### config.mk
export PLATFORM = sky130hd
export DESIGN_NAME = binhex_char_stream_decoder_unit_flat
export DESIGN_NICKNAME = d
export VERILOG_FILES = /design/src/rtl/core/bhx_pkg.sv /design/src/rtl/core/bhx_ifs.sv /design/src/rtl/core/binhex_char_stream_decoder_unit.sv /design/src/flat_wrapper.sv
export VERILOG_INCLUDE_DIRS = /design/src /design/src/rtl/core
export SDC_FILE = /design/constraint.sdc
export NUM_CORES = 1
export LEC_CHECK = 0
export BUFFER_PORTS_ARGS = -buffer_cell sky130_fd_sc_hd__buf_2
export CAP_MARGIN = 20
export CORE_MARGIN = 4
export CORE_UTILIZATION = 60
export DETAILED_ROUTE_END_ITERATION = 10
export PLACE_DENSITY = 0.88
export RECOVER_POWER = 25
export SKIP_LAST_GASP = 1
export SLEW_MARGIN = 20
export SYNTH_ARGS = -nofsm -noshare
export SYNTH_HDL_FRONTEND = slang
export SYNTH_SLANG_ARGS = --single-unit
export TNS_END_PERCENT = 30
### constraint.sdc
create_clock -name i_clk -period 11.5 [get_ports i_clk]
set_clock_uncertainty 0.1 [all_clocks]
set_input_delay 1.725 -clock i_clk [delete_from_list [all_inputs] [get_ports i_clk]]
set_output_delay 1.725 -clock i_clk [all_outputs]
set_load 0.02 [all_outputs]
### src/rtl/core/binhex_char_stream_decoder_unit_assert.svh
`ifndef BINHEX_CHAR_STREAM_DECODER_UNIT_ASSERT_SVH
`define BINHEX_CHAR_STREAM_DECODER_UNIT_ASSERT_SVH

// checked only while out of reset
`ifndef SYNTHESIS
`define BHX_ASSERT(label, clk, rst_n, prop, msg) \
    label: assert property (@(posedge clk) disable iff (!rst_n) prop) else $error(msg);
`else
`define BHX_ASSERT(label, clk, rst_n, prop, msg)
`endif

// checked at every edge, reset included
`ifndef SYNTHESIS
`define BHX_ASSERT_ALWAYS(label, clk, prop, msg) \
    label: assert property (@(posedge clk) prop) else $error(msg);
`else
`define BHX_ASSERT_ALWAYS(label, clk, prop, msg)
`endif

`endif

### src/rtl/core/bhx_pkg.sv
`default_nettype none

package bhx_pkg;

    localparam logic [1:0] ST_BYTES     = 2'd0;
    localparam logic [1:0] ST_BAD_CHAR  = 2'd1;
    localparam logic [1:0] ST_ESC_FIRST = 2'd2;
    localparam logic [1:0] ST_END       = 2'd3;

    localparam logic [7:0] CH_COLON = 8'h3A;
    localparam logic [7:0] CH_SPACE = 8'h20;
    localparam logic [7:0] CH_CR    = 8'h0D;
    localparam logic [7:0] CH_LF    = 8'h0A;
    localparam logic [7:0] RLE_ESC  = 8'h90;

    localparam int CodeCount = 64;

    localparam logic [CodeCount*8-1:0] CODE_CHARS =
        "!\"#$%&'()*+,-012345689@ABCDEFGHIJKLMNPQRSTUVXYZ[`abcdefhijklmpqr";

    typedef struct packed {
        logic       hit;
        logic [5:0] value;
    } t_code;

    function automatic t_code code_of(input logic [7:0] ch);
        t_code res;
        res.hit   = 1'b0;
        res.value = 6'd0;
        for (int k = 0; k < CodeCount; k++) begin
            if (CODE_CHARS[(CodeCount-1-k)*8 +: 8] == ch) begin
                res.hit   = 1'b1;
                res.value = 6'(k);
            end
        end
        return res;
    endfunction

endpackage

`default_nettype wire

### src/rtl/core/bhx_ifs.sv
`default_nettype none

interface bhx_in_if;
    logic       valid;
    logic       ready;
    logic [7:0] ch;

    modport source (output valid, output ch, input ready);
    modport sink   (input valid, input ch, output ready);
endinterface

interface bhx_out_if;
    logic       valid;
    logic       ready;
    logic [1:0] status;
    logic [7:0] out_byte;
    logic [7:0] count;

    modport source (output valid, output status, output out_byte, output count, input ready);
    modport sink   (input valid, input status, input out_byte, input count, output ready);
endinterface

`default_nettype wire

### src/rtl/core/binhex_char_stream_decoder_unit.sv
// channel   dir  word                           handshake
// i_in      in   ch[7:0]                        valid/ready
// o_out     out  status[1:0] out_byte count     valid/ready
//
// An accepted character goes from the input register through the single decode
// pass to the result register; one character per cycle while o_out does not stall.
// A character that yields no result leaves no word on o_out.
// Reset (i_rst_n low, synchronous) returns to waiting for the opening colon.
// A stalled o_out holds one word in the result register and one character in the
// input register; i_in.ready drops only when both are full.
`default_nettype none
`include "binhex_char_stream_decoder_unit_assert.svh"

module binhex_char_stream_decoder_unit (
    input  wire        i_clk,
    input  wire        i_rst_n,
    bhx_in_if.sink     i_in,
    bhx_out_if.source  o_out
);

    localparam logic [1:0] PH_WAIT = 2'd0;
    localparam logic [1:0] PH_RUN  = 2'd1;
    localparam logic [1:0] PH_STOP = 2'd2;

    logic       r_in_valid;
    logic [7:0] r_ch;

    logic [1:0] r_phase,   n_phase;
    logic [1:0] r_held,    n_held;
    logic [7:0] r_partial, n_partial;
    logic       r_esc,     n_esc;
    logic [7:0] r_prev,    n_prev;
    logic       r_seen,    n_seen;
    logic       r_skip,    n_skip;

    logic       r_out_valid;
    logic [1:0] r_status;
    logic [7:0] r_byte;
    logic [7:0] r_count;

    logic          adv;
    logic          res_valid;
    logic [1:0]    res_status;
    logic [7:0]    res_byte;
    logic [7:0]    res_count;
    logic          done;
    logic [7:0]    dec_byte;
    bhx_pkg::t_code code;

    assign adv         = !r_out_valid || o_out.ready;
    assign i_in.ready  = !r_in_valid || adv;

    assign o_out.valid    = r_out_valid;
    assign o_out.status   = r_status;
    assign o_out.out_byte = r_byte;
    assign o_out.count    = r_count;

    assign code = bhx_pkg::code_of(r_ch);

    always_comb begin
        n_phase    = r_phase;
        n_held     = r_held;
        n_partial  = r_partial;
        n_esc      = r_esc;
        n_prev     = r_prev;
        n_seen     = r_seen;
        n_skip     = r_skip;
        res_valid  = 1'b0;
        res_status = bhx_pkg::ST_BYTES;
        res_byte   = 8'd0;
        res_count  = 8'd0;
        done       = 1'b0;
        dec_byte   = 8'd0;
        case (r_phase)
            PH_WAIT: begin
                if (r_ch == bhx_pkg::CH_COLON) begin
                    n_phase = PH_RUN;
                end
            end
            PH_RUN: begin
                if (r_skip) begin
                    if (r_ch == bhx_pkg::CH_CR || r_ch == bhx_pkg::CH_LF) begin
                        n_skip = 1'b0;
                    end
                end else if (r_ch == 8'd0 || r_ch[7]) begin
                    n_skip = 1'b1;
                end else if (r_ch == bhx_pkg::CH_COLON) begin
                    n_phase    = PH_STOP;
                    res_valid  = 1'b1;
                    res_status = bhx_pkg::ST_END;
                end else if (r_ch == bhx_pkg::CH_SPACE || r_ch == bhx_pkg::CH_CR
                             || r_ch == bhx_pkg::CH_LF) begin
                    n_held = r_held;
                end else if (!code.hit) begin
                    res_valid  = 1'b1;
                    res_status = bhx_pkg::ST_BAD_CHAR;
                    res_byte   = r_ch;
                end else begin
                    case (r_held)
                        2'd0: begin
                            n_partial = {code.value, 2'b00};
                            n_held    = 2'd1;
                        end
                        2'd1: begin
                            dec_byte  = r_partial | {6'd0, code.value[5:4]};
                            n_partial = {code.value[3:0], 4'd0};
                            n_held    = 2'd2;
                            done      = 1'b1;
                        end
                        2'd2: begin
                            dec_byte  = r_partial | {4'd0, code.value[5:2]};
                            n_partial = {code.value[1:0], 6'd0};
                            n_held    = 2'd3;
                            done      = 1'b1;
                        end
                        default: begin
                            dec_byte  = r_partial | {2'd0, code.value};
                            n_partial = 8'd0;
                            n_held    = 2'd0;
                            done      = 1'b1;
                        end
                    endcase
                    if (done) begin
                        if (r_esc) begin
                            n_esc = 1'b0;
                            if (dec_byte == 8'd0) begin
                                n_prev    = bhx_pkg::RLE_ESC;
                                res_valid = 1'b1;
                                res_byte  = bhx_pkg::RLE_ESC;
                                res_count = 8'd1;
                            end else if (dec_byte != 8'd1) begin
                                res_valid = 1'b1;
                                res_byte  = r_prev;
                                res_count = dec_byte - 8'd1;
                            end
                        end else if (dec_byte == bhx_pkg::RLE_ESC) begin
                            if (!r_seen) begin
                                n_phase    = PH_STOP;
                                res_valid  = 1'b1;
                                res_status = bhx_pkg::ST_ESC_FIRST;
                            end else begin
                                n_esc = 1'b1;
                            end
                        end else begin
                            n_seen    = 1'b1;
                            n_prev    = dec_byte;
                            res_valid = 1'b1;
                            res_byte  = dec_byte;
                            res_count = 8'd1;
                        end
                    end
                end
            end
            default: begin
                n_phase = r_phase;
            end
        endcase
    end

    always_ff @(posedge i_clk) begin
        if (!i_rst_n) begin
            r_in_valid  <= 1'b0;
            r_out_valid <= 1'b0;
            r_phase     <= PH_WAIT;
            r_held      <= 2'd0;
            r_partial   <= 8'd0;
            r_esc       <= 1'b0;
            r_prev      <= 8'd0;
            r_seen      <= 1'b0;
            r_skip      <= 1'b0;
        end else begin
            if (i_in.ready) begin
                r_in_valid <= i_in.valid;
            end
            if (adv) begin
                r_out_valid <= r_in_valid && res_valid;
            end
            if (r_in_valid && adv) begin
                r_phase   <= n_phase;
                r_held    <= n_held;
                r_partial <= n_partial;
                r_esc     <= n_esc;
                r_prev    <= n_prev;
                r_seen    <= n_seen;
                r_skip    <= n_skip;
            end
        end
    end

    always_ff @(posedge i_clk) begin
        if (i_in.ready && i_in.valid) begin
            r_ch <= i_in.ch;
        end
        if (adv && r_in_valid && res_valid) begin
            r_status <= res_status;
            r_byte   <= res_byte;
            r_count  <= res_count;
        end
    end

    `BHX_ASSERT(a_bytes_count_nonzero, i_clk, i_rst_n, (r_out_valid && r_status == bhx_pkg::ST_BYTES) |-> (r_count != 8'd0), "byte word with zero count")
    `BHX_ASSERT(a_stopped_silent, i_clk, i_rst_n, (r_phase[1] && r_in_valid && adv) |=> !r_out_valid, "word produced after stop")
    `BHX_ASSERT(a_esc_after_first, i_clk, i_rst_n, r_esc |-> r_seen, "escape pending before first byte")
    `BHX_ASSERT(a_group_start_clear, i_clk, i_rst_n, (r_held == 2'd0) |-> (r_partial == 8'd0), "partial bits held at group start")
    `BHX_ASSERT_ALWAYS(a_reset_state, i_clk, !i_rst_n |=> (r_phase == PH_WAIT && !r_out_valid && !r_in_valid), "reset did not clear control")

endmodule

`default_nettype wire
### src/flat_wrapper.sv
// flat-port wrapper written by rule: the top's interface ports become plain ports
module binhex_char_stream_decoder_unit_flat 
  (i_clk, i_rst_n, i_in_valid, i_in_ch, i_in_ready, o_out_valid, o_out_status, o_out_out_byte, o_out_count, o_out_ready);
  bhx_in_if i_in_i ();
  bhx_out_if o_out_i ();
  input  wire i_clk;
  input  wire i_rst_n;
  input wire logic [$bits(i_in_i.valid)-1:0] i_in_valid;
  input wire logic [$bits(i_in_i.ch)-1:0] i_in_ch;
  output wire logic [$bits(i_in_i.ready)-1:0] i_in_ready;
  output wire logic [$bits(o_out_i.valid)-1:0] o_out_valid;
  output wire logic [$bits(o_out_i.status)-1:0] o_out_status;
  output wire logic [$bits(o_out_i.out_byte)-1:0] o_out_out_byte;
  output wire logic [$bits(o_out_i.count)-1:0] o_out_count;
  input wire logic [$bits(o_out_i.ready)-1:0] o_out_ready;
  assign i_in_i.valid = i_in_valid;
  assign i_in_i.ch = i_in_ch;
  assign i_in_ready = i_in_i.ready;
  assign o_out_valid = o_out_i.valid;
  assign o_out_status = o_out_i.status;
  assign o_out_out_byte = o_out_i.out_byte;
  assign o_out_count = o_out_i.count;
  assign o_out_i.ready = o_out_ready;
  binhex_char_stream_decoder_unit u_core (.i_clk(i_clk), .i_rst_n(i_rst_n), .i_in(i_in_i), .o_out(o_out_i));
endmodule
==> impl_metrics.json <==
{
  "synth_warnings": 0,
  "synth_xor_xnor_area_share": 0.0192,
  "sequentialPowerShare": 0.536,
  "die_area_um2": 7380,
  "seq_area_frac_synth": 0.341,
  "hold_viol": 0,
  "hold_start": "u_core.r_prev[1]$_SDFFE_PN0P_",
  "synth_edf_count": 26,
  "clockPowerShare": 0.324,
  "nets": 437,
  "grt_pass1_wl_mm": 15.1,
  "cts_root_buffer": "clkbuf_8",
  "status": "finished clean",
  "power_per_cell_area_nw_per_um2": 95.3,
  "numCtsBuffers": 5,
  "worst_slew_pin_slew_ns": 1.11,
  "fmax_ghz": 0.210,
  "die_y_um": 85.9,
  "crit_top_cell": "nor3_1",
  "synth_ff_type": "edfxtp_1",
  "die_w_um": 85.9,
  "pre_cts_ws_ns": 6.96,
  "drc_errors": 0,
  "cts_tree": "done",
  "vias_per_cell": 7.00,
  "ir_drop_v": 0.0000762,
  "crit_fanout": 27,
  "wire_per_inst_um": 18.5,
  "place.gp.congestion": 0.987,
  "min_period_over_period": 0.414,
  "power_leakage_nw": 1.36,
  "grt_pass1_vias": 3169,
  "slew-limit-headroom": 0.257,
  "cp_top_family": "simple AND/OR/NAND/NOR gates",
  "crit_type": "register to register",
  "synth_compound_area_frac": 0.261,
  "via_count": 3460,
  "drtIter0Drc": 586,
  "postCtsSetupRepairBufs": 0,
  "antenna_found_initial": 0,
  "syn_area_um2": 3640,
  "synth-simple-area-share": 0.282,
  "power_switching_share": 0.266,
  "drv_slew": 0,
  "reg2reg_from": "u_core.r_ch[4]$_DFFE_PP_",
  "timing.final.ws_setup_ns": 6.74,
  "routed_wirelength_mm": 9.13,
  "reg2reg_slack_ns": 6.74,
  "synth_seq_cells": 49,
  "setup-tns-final_ns": 0,
  "coreArea_um2": 5920,
  "power_w": 0.000366,
  "dp.final_hpwl_mm": 6.16,
  "async_reset_ff_frac": 0,
  "ff2ff_path_depth": 12,
  "diodes": 0,
  "synthMuxAreaShare": 0.00584,
  "cp.required_ns": 11.46,
  "syn_inst": 414,
  "min_period_ns": 4.76,
  "maxCapViolations": 0,
  "crit_chain": "inv_1 -> mux2_2 -> a32oi_1 -> o32ai_1 -> a2111o_1 -> mux2i_1 -> ha_1 -> and3_1 -> nand4_2 -> nor3_1 -> nor3_1 -> a221o_1",
  "drive_gt1_frac": 0.136,
  "synth_top_family_by_area": "simple AND/OR/NAND/NOR gates",
  "min_path_type": "register to register",
  "p_int_w": 0.000269,
  "crit_path_end_kind": "register",
  "p_sw_w": 0.0000974,
  "start_util": 0.615,
  "grt_max_degree": 40,
  "critical_path_buf_inv_count": 1,
  "io_buffer_count": 31,
  "mostFrequentLayoutCells": "nand2_1 (42), edfxtp_1 (26), buf_2 (24)",
  "crit_path_start_kind": "register",
  "synth_cell_types": 79,
  "synth_nets": 433,
  "track_usage": 0.250,
  "synth_area_per_cell_um2": 8.80,
  "io_pins": 32,
  "cts_hold_buf": 0,
  "drt_pass1_iterations": 5,
  "cts.sinks": 49,
  "post-place-cells": 484,
  "grt-ovfl-total": 0,
  "critPathMaxStageDelay_ns": 0.93,
  "rr_endpoint": "u_core.o_out.out_byte[0]$_SDFFCE_PP0P_",
  "cts.htree.levels": 2,
  "combPwrFrac": 0.139,
  "rsz0062_at_grt": "false",
  "slowest_stage": "edfxtp_1",
  "num_rows": 28,
  "antenna_left": 0,
  "hold_depth": 2,
  "stdcell_count": 494,
  "clkLatencyLatePin_ns": 0.30,
  "cts.reportedPaths.clkPinSlew_ns": 0.09,
  "synth_fa_ha_area_frac": 0.0240,
  "cts_resized": 0,
  "cts_buffer_depth": 2,
  "setup_viol": 0,
  "area_growth_pct": 5.56,
  "layout_commonest_cell": "nand2_1",
  "arrival_ns": 4.72,
  "whs_endpoint": "u_core.r_prev[1]$_SDFFE_PN0P_"
}
## worst register-to-register path: stages (launching register included)
cell	delay [ns]
edfxtp_1	0.93
inv_1	0.32
mux2_2	0.35
a32oi_1	0.14
o32ai_1	0.10
a2111o_1	0.50
mux2i_1	0.41
ha_1	0.35
and3_1	0.22
nand4_2	0.13
nor3_1	0.56
nor3_1	0.14
a221o_1	0.28
## per-layer routing
layer	GRT usage	vias up	wire length, um
met1	0.327	1604	3700
met4	0.106	0	343
met2	0.405	226	4200
met3	0.0471	32	888
li1	-	1598	-
met5	0	-	0
## per-stage QoR
stage	instance area, um^2	util	hold slack, ns
floorplan	3640	-	0.342
global placement	3700	0.624	0.350
detailed placement	3700	0.624	0.359
CTS	3810	0.644	0.372
global route	3850	0.650	0.389
finish	3850	0.650	0.377
## area by class of cell
| cell class | instances | area (um^2) |
|---|---|---|
| multi-input combinational | 319 | 2160 |
| timing repair buffer | 35 | 204 |
| tap | 75 | 93.8 |
| clock buffer | 7 | 108 |
| fill | 501 | 2070 |
| sequential | 49 | 1240 |
| clock inverter | 1 | 7.51 |
| inverter | 8 | 30.0 |
## power groups by stage
| stage | logic (W) | registers [W] | clock network [W] |
|---|---|---|---|
| final | 0.0000510 | 0.000197 | 0.000119 |
| after global placement | 0.0000428 | 0.000203 | 0 |
| after detailed placement | 0.0000439 | 0.000203 | 0 |
| after CTS | 0.0000440 | 0.000199 | 0.000121 |
| after global routing | 0.0000557 | 0.000198 | 0.000129 |
| after floorplan | 0.0000504 | 0.000190 | 0 |
## flip-flops by register name, summed over array words and instances, names as in the netlist, 2 cells and up
| register | count |
|---|---|
| u_core.o_out.count | 8 |
| u_core.o_out.out_byte | 8 |
| u_core.o_out.status | 2 |
| u_core.r_ch | 8 |
| u_core.r_held | 2 |
| u_core.r_partial | 6 |
| u_core.r_phase | 2 |
| u_core.r_prev | 8 |
## cell families (layout without fill, tap and decap cells)
logic type	after synthesis	after routing
AOI/OAI and AO/OA	122	122
xor gates and xnor gates	8	8
muxes	2	2
and+or+nand+nor	180	180
adders and majority gates	7	7
DFF	49	49
buffers and inverters	46	51
## cell usage after synthesis, types with 8 or more instances
master	instances	area share
nand2b_1	8	0.014
o21ai_0	8	0.011
nor3_1	13	0.018
a22o_1	9	0.022
dfxtp_1	23	0.13
nand2_1	42	0.043
nand3_1	13	0.018
and2_1	9	0.015
or3_1	9	0.015
nor2_1	22	0.023
a21oi_1	21	0.029
clkbuf_1	13	0.013
a21boi_0	9	0.019
edfxtp_1	26	0.21
nor2b_1	9	0.015
nand4_1	9	0.015
buf_2	13	0.018
## worst max path at each step
stage | cells past startpoint | start | endpoint | slack, ns
finish | 12 | u_core.r_ch[4]$_DFFE_PP_ | u_core.o_out.out_byte[0]$_SDFFCE_PP0P_ | 6.74
global route | 12 | u_core.r_ch[4]$_DFFE_PP_ | u_core.o_out.out_byte[0]$_SDFFCE_PP0P_ | 6.44
CTS | 12 | u_core.r_ch[2]$_DFFE_PP_ | u_core.o_out.out_byte[0]$_SDFFCE_PP0P_ | 6.89
detailed placement | 12 | u_core.r_ch[2]$_DFFE_PP_ | u_core.o_out.out_byte[1]$_SDFFCE_PP0P_ | 6.96
global placement | 12 | u_core.r_ch[1]$_DFFE_PP_ | u_core.r_prev[7]$_SDFFE_PN0P_ | 7.13
floorplan | 14 | u_core.r_ch[2]$_DFFE_PP_ | u_core.o_out.count[0]$_SDFFCE_PP0P_ | 6.85
(Power assumes the default switching activity.)
